$ cat src/hw/rtl/assert_macros.svh
// ---------------------------------------------------------------------------
// Assertion macros
// Clocked assertions on clk_i, disabled while rst_ni is low.
// ---------------------------------------------------------------------------
`ifndef ASSERT_MACROS_SVH
`define ASSERT_MACROS_SVH

// Check a property at every rising edge outside reset.
`define QJEM_ASSERT(lbl, prop, msg) \
  lbl: assert property (@(posedge clk_i) disable iff (!rst_ni) prop) \
    else $error(msg);

// Check that a condition never holds.
`define QJEM_NEVER(lbl, cond, msg) \
  `QJEM_ASSERT(lbl, !(cond), msg)

`endif

$ cat src/hw/rtl/qjem_pkg.sv
// ---------------------------------------------------------------------------
// qjem_pkg
// Types and constants shared by the quaternion Julia escape metric block.
// ---------------------------------------------------------------------------
package qjem_pkg;

  // Configuration register indexes
  typedef enum logic [2:0] {
    CFG_C_X   = 3'd0,
    CFG_C_Y   = 3'd1,
    CFG_C_Z   = 3'd2,
    CFG_C_W   = 3'd3,
    CFG_LIMIT = 3'd4,
    CFG_LEVEL = 3'd5,
    CFG_MODE  = 3'd6
  } cfg_idx_e;

  // Metric modes; any code at or above magnitude selects magnitude
  localparam logic [1:0] MODE_PATH = 2'd0;
  localparam logic [1:0] MODE_DISP = 2'd1;
  localparam logic [1:0] MODE_MAG  = 2'd2;

  localparam logic [30:0] NormMax = '1;

  typedef struct packed {
    logic signed [31:0] z_x;
    logic signed [31:0] z_y;
    logic signed [31:0] z_z;
    logic signed [31:0] z_w;
  } in_t;

  typedef struct packed {
    logic [30:0] metric;
    logic [15:0] iterations_done;
    logic        escaped;
  } out_t;

  typedef struct packed {
    logic signed [31:0] c_x;
    logic signed [31:0] c_y;
    logic signed [31:0] c_z;
    logic signed [31:0] c_w;
    logic [15:0]        iteration_limit;
    logic [30:0]        escape_level;
    logic [1:0]         metric_mode;
  } cfg_t;

  // Multiplier operations: quaternion square terms, then norm squares
  typedef enum logic [3:0] {
    OP_NONE,
    OP_XX,
    OP_YY,
    OP_ZZ,
    OP_WW,
    OP_XY,
    OP_XZ,
    OP_XW,
    OP_SQ0,
    OP_SQ1,
    OP_SQ2,
    OP_SQ3
  } op_e;

  // Vector fed to the norm
  typedef enum logic [1:0] {
    SRC_DIFF,
    SRC_DISP,
    SRC_MAG
  } nsrc_e;

  typedef struct packed {
    logic  load;
    op_e   op;
    logic  acc_init;
    logic  cur_upd;
    nsrc_e src;
    logic  sum_clr;
    logic  root_start;
    logic  path_add;
    logic  metric_take;
    logic  res_load;
  } cmd_t;

  typedef struct packed {
    logic root_done;
    logic limit_hit;
    logic esc_hit;
  } sts_t;

endpackage

$ cat src/hw/rtl/qjem_ctrl.sv
// ---------------------------------------------------------------------------
// qjem_ctrl
// Sequencer: square-plus-C passes, norm passes, threshold check, output.
// ---------------------------------------------------------------------------
`include "assert_macros.svh"

module qjem_ctrl (
  input  logic           clk_i,
  input  logic           rst_ni,
  input  qjem_pkg::cfg_t cfg_i,
  input  logic           in_valid_i,
  output logic           in_ready_o,
  output logic           out_valid_o,
  input  logic           out_ready_i,
  input  qjem_pkg::sts_t sts_i,
  output qjem_pkg::cmd_t cmd_o
);
  import qjem_pkg::*;

  typedef enum logic [3:0] {
    ST_IDLE,
    ST_QMUL,
    ST_QDRAIN,
    ST_QUPD,
    ST_NSQ,
    ST_NDRAIN,
    ST_NSTART,
    ST_NROOT,
    ST_CHECK,
    ST_FIN
  } state_e;

  state_e      state_q;
  logic [2:0]  k_q;
  logic        tgt_q;
  nsrc_e       src_q;
  logic        out_valid_q;
  logic        in_fire;
  logic        res_free;

  assign in_ready_o = state_q == ST_IDLE;
  assign in_fire    = in_valid_i && in_ready_o;
  assign res_free   = !out_valid_q || out_ready_i;

  // Decode commands from the state
  always_comb begin
    cmd_o     = '0;
    cmd_o.op  = OP_NONE;
    cmd_o.src = src_q;
    unique case (state_q)
      ST_IDLE:  cmd_o.load = in_fire;
      ST_QMUL: begin
        cmd_o.op       = op_e'(4'(OP_XX) + 4'(k_q));
        cmd_o.acc_init = k_q == 3'd0;
      end
      ST_QUPD:  cmd_o.cur_upd = 1'b1;
      ST_NSQ: begin
        cmd_o.op      = op_e'(4'(OP_SQ0) + 4'(k_q));
        cmd_o.sum_clr = k_q == 3'd0;
      end
      ST_NSTART: cmd_o.root_start = 1'b1;
      ST_NROOT: begin
        cmd_o.metric_take = sts_i.root_done && tgt_q;
        cmd_o.path_add    = sts_i.root_done && !tgt_q;
      end
      ST_FIN:   cmd_o.res_load = res_free;
      default: ;
    endcase
  end

  // Hold state, step counter and output valid
  always_ff @(posedge clk_i or negedge rst_ni) begin
    if (!rst_ni) begin
      state_q     <= ST_IDLE;
      k_q         <= '0;
      tgt_q       <= 1'b0;
      src_q       <= SRC_DIFF;
      out_valid_q <= 1'b0;
    end else begin
      // Drop valid once taken, unless the finish state reloads it
      if (out_valid_q && out_ready_i && state_q != ST_FIN) begin
        out_valid_q <= 1'b0;
      end
      unique case (state_q)
        ST_IDLE: begin
          k_q <= '0;
          if (in_fire) begin
            if (cfg_i.iteration_limit != 16'd0) begin
              state_q <= ST_QMUL;
            end else if (cfg_i.metric_mode >= MODE_MAG) begin
              state_q <= ST_NSQ;
              src_q   <= SRC_MAG;
              tgt_q   <= 1'b1;
            end else begin
              state_q <= ST_CHECK;
            end
          end
        end
        ST_QMUL: begin
          if (k_q == 3'd6) begin
            state_q <= ST_QDRAIN;
          end else begin
            k_q <= k_q + 3'd1;
          end
        end
        ST_QDRAIN: state_q <= ST_QUPD;
        ST_QUPD: begin
          state_q <= ST_NSQ;
          k_q     <= '0;
          src_q   <= SRC_DIFF;
          tgt_q   <= 1'b0;
        end
        ST_NSQ: begin
          if (k_q == 3'd3) begin
            state_q <= ST_NDRAIN;
          end else begin
            k_q <= k_q + 3'd1;
          end
        end
        ST_NDRAIN: state_q <= ST_NSTART;
        ST_NSTART: state_q <= ST_NROOT;
        ST_NROOT: begin
          if (sts_i.root_done) begin
            k_q <= '0;
            if (tgt_q || cfg_i.metric_mode == MODE_PATH) begin
              state_q <= ST_CHECK;
            end else begin
              state_q <= ST_NSQ;
              tgt_q   <= 1'b1;
              src_q   <= (cfg_i.metric_mode == MODE_DISP) ? SRC_DISP : SRC_MAG;
            end
          end
        end
        ST_CHECK: begin
          k_q <= '0;
          if (sts_i.esc_hit || sts_i.limit_hit) begin
            state_q <= ST_FIN;
          end else begin
            state_q <= ST_QMUL;
          end
        end
        ST_FIN: begin
          if (res_free) begin
            out_valid_q <= 1'b1;
            state_q     <= ST_IDLE;
          end
        end
        default: state_q <= ST_IDLE;
      endcase
    end
  end

  assign out_valid_o = out_valid_q;

  `QJEM_ASSERT(a_valid_from_fin, $rose(out_valid_q) |-> $past(state_q == ST_FIN), "word shown outside finish")
  `QJEM_ASSERT(a_root_leaves, (state_q == ST_NROOT) && sts_i.root_done |=> state_q != ST_NROOT, "root wait stuck")
  `QJEM_ASSERT(a_accept_busy, in_fire |=> state_q != ST_IDLE, "accepted word not started")

endmodule

$ cat config.mk
export PLATFORM = sky130hd
export DESIGN_NAME = qjem_ctrl
export DESIGN_NICKNAME = d
export VERILOG_FILES = /design/src/hw/rtl/qjem_pkg.sv /design/src/hw/rtl/qjem_ctrl.sv
export VERILOG_INCLUDE_DIRS = /design/src /design/src/hw/rtl
export SDC_FILE = /design/constraint.sdc
export NUM_CORES = 1
export LEC_CHECK = 0
export BUFFER_PORTS_ARGS = -buffer_cell sky130_fd_sc_hd__buf_2
export CORE_AREA = 2 2 77 79
export DETAILED_ROUTE_END_ITERATION = 6
export DIE_AREA = 0 0 79 81
export SETUP_SLACK_MARGIN = 0.2
export SLEW_MARGIN = 20
export SYNTH_ARGS = -nofsm -noshare
export SYNTH_HDL_FRONTEND = slang
export SYNTH_SLANG_ARGS = --single-unit
export TNS_END_PERCENT = 50
$ cat constraint.sdc
create_clock -name clk_i -period 1.9 [get_ports clk_i]
set_clock_uncertainty 0.05 [all_clocks]
set_input_delay 0.38 -clock clk_i [delete_from_list [all_inputs] [get_ports clk_i]]
set_output_delay 0.38 -clock clk_i [all_outputs]
set_load 0.05 [all_outputs]
==> results.rst <==
.. list-table::
   :header-rows: 1

   * - Metric
     - Value
   * - Worst ir drop on vdd
     - 985 uV
   * - Headroom to the max-slew limit
     - 71.9%
   * - Fin crit share
     - 102%
   * - CP Data Arrival Time
     - 1.52 ns
   * - Worst min-delay path category
     - register to register
   * - Setup repair after global routing missed its margin
     - yes
   * - GP Congestion
     - 0.823
   * - Sequential area share after synthesis
     - 29.1%
   * - Most frequently used flop master after synthesis
     - sky130_fd_sc_hd__dfrtp_1
   * - Skew-Pair Late Insertion Delay
     - 0.23 ns
   * - Proportion of register bits with asynchronous set or reset after synthesis
     - 100%
   * - Top area cells in the synthesized netlist
     - sky130_fd_sc_hd__dfrtp_1 (29%), sky130_fd_sc_hd__mux2_2 (6.0%), sky130_fd_sc_hd__ha_1 (5.3%)
   * - Endpoint with the worst hold slack
     - src_q[1]
   * - Global route total overflow
     - 0
   * - CP Data Required Time
     - 1.47 ns
   * - Mean cell area of the mapped netlist
     - 8.30 um^2
   * - Number of global-route vias before repair
     - 1190
   * - Critical R2R Capture
     - src_q[1]
   * - First-pass iteration count of the detailed router
     - 4
   * - Flip-flop and latch area
     - 278 um^2
   * - Yosys reg bits
     - 11
   * - Min-delay src
     - src_q[1]
   * - Maximum number of pins on one net before global-route repair
     - 12
   * - Post-synthesis instance area
     - 946 um^2
   * - Total wire length after detailed routing
     - 3480 um
   * - Number of buffers on the longest clock path
     - 2
   * - Final critical-path required period
     - 1.95 ns
   * - Die area
     - 6400 um^2
   * - CORE AREA
     - 5680 um^2
   * - Capturing element type of the critical path
     - output port
   * - Cell chosen for the clock root
     - sky130_fd_sc_hd__clkbuf_8
   * - Die H
     - 81 um
   * - Placed wire-length estimate after detailed placement
     - 2270 um
   * - Status
     - finished with violations
   * - Critical setup path kind
     - register to output port
   * - Power per standard cell area
     - 1820 nW/um^2
   * - TritonCTS clock tree
     - yes
   * - Crit path max-delay cell type
     - sky130_fd_sc_hd__dfrtp_2
   * - Max stage delay on crit path
     - 0.45 ns
   * - Worst flop-to-flop path startpoint
     - state_q[1]
   * - Slack of the critical path
     - -0.0463 ns
   * - Setup Viol. Count Final
     - 6
   * - Area added between synthesis and finish
     - 111%
   * - Wire length of the first global-routing pass
     - 5580 um
   * - IO Count
     - 200
   * - Synth top cells by count
     - sky130_fd_sc_hd__dfrtp_1 (11), sky130_fd_sc_hd__nor2_1 (10), sky130_fd_sc_hd__nor3_1 (9)
   * - Global-route usage over all layers
     - 11.0%
   * - Die extent in x
     - 79 um
   * - Net count of the finished layout
     - 375
   * - Antenna violations before repair
     - 0
   * - Standard-cell row count
     - 28
   * - Final Total Pwr
     - 3.64 mW
   * - Via count
     - 1180
   * - IO buf count
     - 40
   * - Largest fanout on the critical path
     - 5
   * - Reg-to-reg setup timing slack
     - 0.05 ns
   * - Number of enable flip-flop cells after synthesis
     - 0
   * - Multi-input combinational cell area
     - 900 um^2
   * - YS warnings
     - 0
   * - Tightest Pin Transition
     - 0.421 ns
   * - Number of cells on the worst reg-to-reg path
     - 5
   * - Antenna Violating Nets Remaining
     - 0
   * - Clock edge transition at the registers on the reported setup and hold paths
     - 0.05 ns
   * - Setup TNS
     - -0.0949 ns
   * - Highest achievable clock rate
     - 514 MHz
   * - Antenna diodes
     - 0
   * - Leakage power total
     - 0.868 nW
   * - Max-cap viol count
     - 0
   * - Fraction of layout instances using a drive strength above 1
     - 68.3%
   * - Violations in the final reports
     - negative setup slack
   * - Startpoint type of the worst setup path
     - register
   * - Clock H-tree levels
     - 1
   * - Mapped Nets
     - 302
   * - Cell count after synthesis
     - 114
   * - Drt wl/cell
     - 13.3 um
   * - Number of instances on the worst hold path
     - 1
   * - Number of buffers inserted during clock tree synthesis
     - 3
   * - Synth area leader
     - sky130_fd_sc_hd__dfrtp_1
   * - Number of different library cells in the post-synthesis netlist
     - 42
   * - Count of clock tree sinks
     - 11
   * - Max-slew violation total from the final report
     - 0
   * - Top cell type's share of synthesized area
     - 29.1%
   * - DRC violations left
     - 0
   * - Starting density of the core
     - 16.7%
   * - Endpoints failing hold
     - 0
   * - Detailed Route Iter0 Violations
     - 23
   * - Vias per Instance
     - 4.52
   * - Crit path buf inv count
     - 2
   * - Leading cell type by number of instances after synthesis
     - sky130_fd_sc_hd__dfrtp_1
   * - Count of filler cells inserted in the layout
     - 571
   * - Chain of cells forming the critical path
     - buf_12 > nor4_4 > and2_4 > buf_8
   * - Critical path's top delay family
     - simple AND/OR/NAND/NOR gates
## sequential cells by signal, summed over array words and instances (netlist names)
signal       cells
src_q            2
k_q              3
state_q          4
tgt_q            1
out_valid_o      1
## timing repair
item	CTS	global route
gates resized for setup	74	11
hold buffers	1	0
buffers inserted	10	3
pin swaps	15	4
gates cloned	1	0
hold endpoints to repair	11	0
setup endpoints to repair	22	22
## how the worst max path moves through the flow
stage	startpoint	to	slack, ns	cells past startpoint
finish	state_q[1]	cmd_o[13]	-0.05	4
global route	state_q[1]	cmd_o[13]	-0.10	4
CTS	cfg_i[48]	src_q[1]	-0.02	5
detailed placement	cfg_i[34]	src_q[0]	-0.33	5
global placement	cfg_i[34]	src_q[1]	-0.37	5
floorplan	state_q[3]	src_q[0]	-0.22	5
## where the power goes
| group | internal, mW | switching, mW |
|---|---|---|
| clock | 0.147 | 0.0805 |
| sequential | 0.341 | 0.0935 |
| combinational | 1.46 | 1.52 |
## metal layers
layer,share of wire (%),wire [um],GRT usage (%),vias to the layer above
met4,2.0,68,3.79,0
li1,-,-,-,573
met3,4.8,167,2.33,4
met1,42,1450,13.1,560
met5,0,0,0,-
met2,51,1790,19.7,43
## area by class of cell
class                   instances  share of cell area, %
flip-flops and latches         11                   13.9
multi-input cells              91                   45.0
well taps                      75                   4.69
inverters                       4                  0.876
repair buffers                 76                   33.3
clock buffers                   4                   2.25
## worst register-to-register path: cells and delay by family (launching register included)
family / cells / cell delay (ns)
and+or+nand+nor: 3 / 0.61
DFF: 1 / 0.45
muxes: 1 / 0.34
buffers and inverters: 1 / 0.28
## per-stage QoR
stage	setup slack (ns)	hold WS (ns)	std cells	utilization, %	instance area (um^2)
6_report	-0.0463	0.456	261	35.2	2000
5_1_grt	-0.104	0.477	261	35.2	2000
4_1_cts	-0.0193	0.456	258	34.0	1930
3_5_place_dp	-0.332	0.214	242	26.1	1480
3_3_place_gp	-0.370	0.215	242	26.1	1480
2_1_floorplan	-0.217	0.0344	114	-	1070
## layout by cell type, fill, tap and decap left out, types with 3 or more instances in the layout
cell	synthesis	layout
sky130_fd_sc_hd__dfrtp_1	11	9
sky130_fd_sc_hd__nor2b_4	0	4
sky130_fd_sc_hd__buf_8	0	6
sky130_fd_sc_hd__nand2_1	6	4
sky130_fd_sc_hd__buf_2	1	25
sky130_fd_sc_hd__nor2_1	10	7
sky130_fd_sc_hd__buf_6	0	16
sky130_fd_sc_hd__or4_4	1	3
sky130_fd_sc_hd__mux2_4	0	5
sky130_fd_sc_hd__buf_4	0	25
sky130_fd_sc_hd__nor3_4	0	6
sky130_fd_sc_hd__clkbuf_8	0	3
sky130_fd_sc_hd__nor2b_1	8	3
sky130_fd_sc_hd__a21oi_1	4	3
sky130_fd_sc_hd__o21ai_1	0	3
## cells by family after synthesis
kind of cell,after synthesis,share of synthesized area [%]
and+or+nand+nor,57,35.6
AOI/OAI and AO/OA,23,17.2
buffers and inverters,12,4.89
DFF,11,29.1
muxes,6,7.01
adders and majority gates,4,5.29
xor gates and xnor gates,1,0.926
Note: power is estimated with default switching activity, not from simulation.
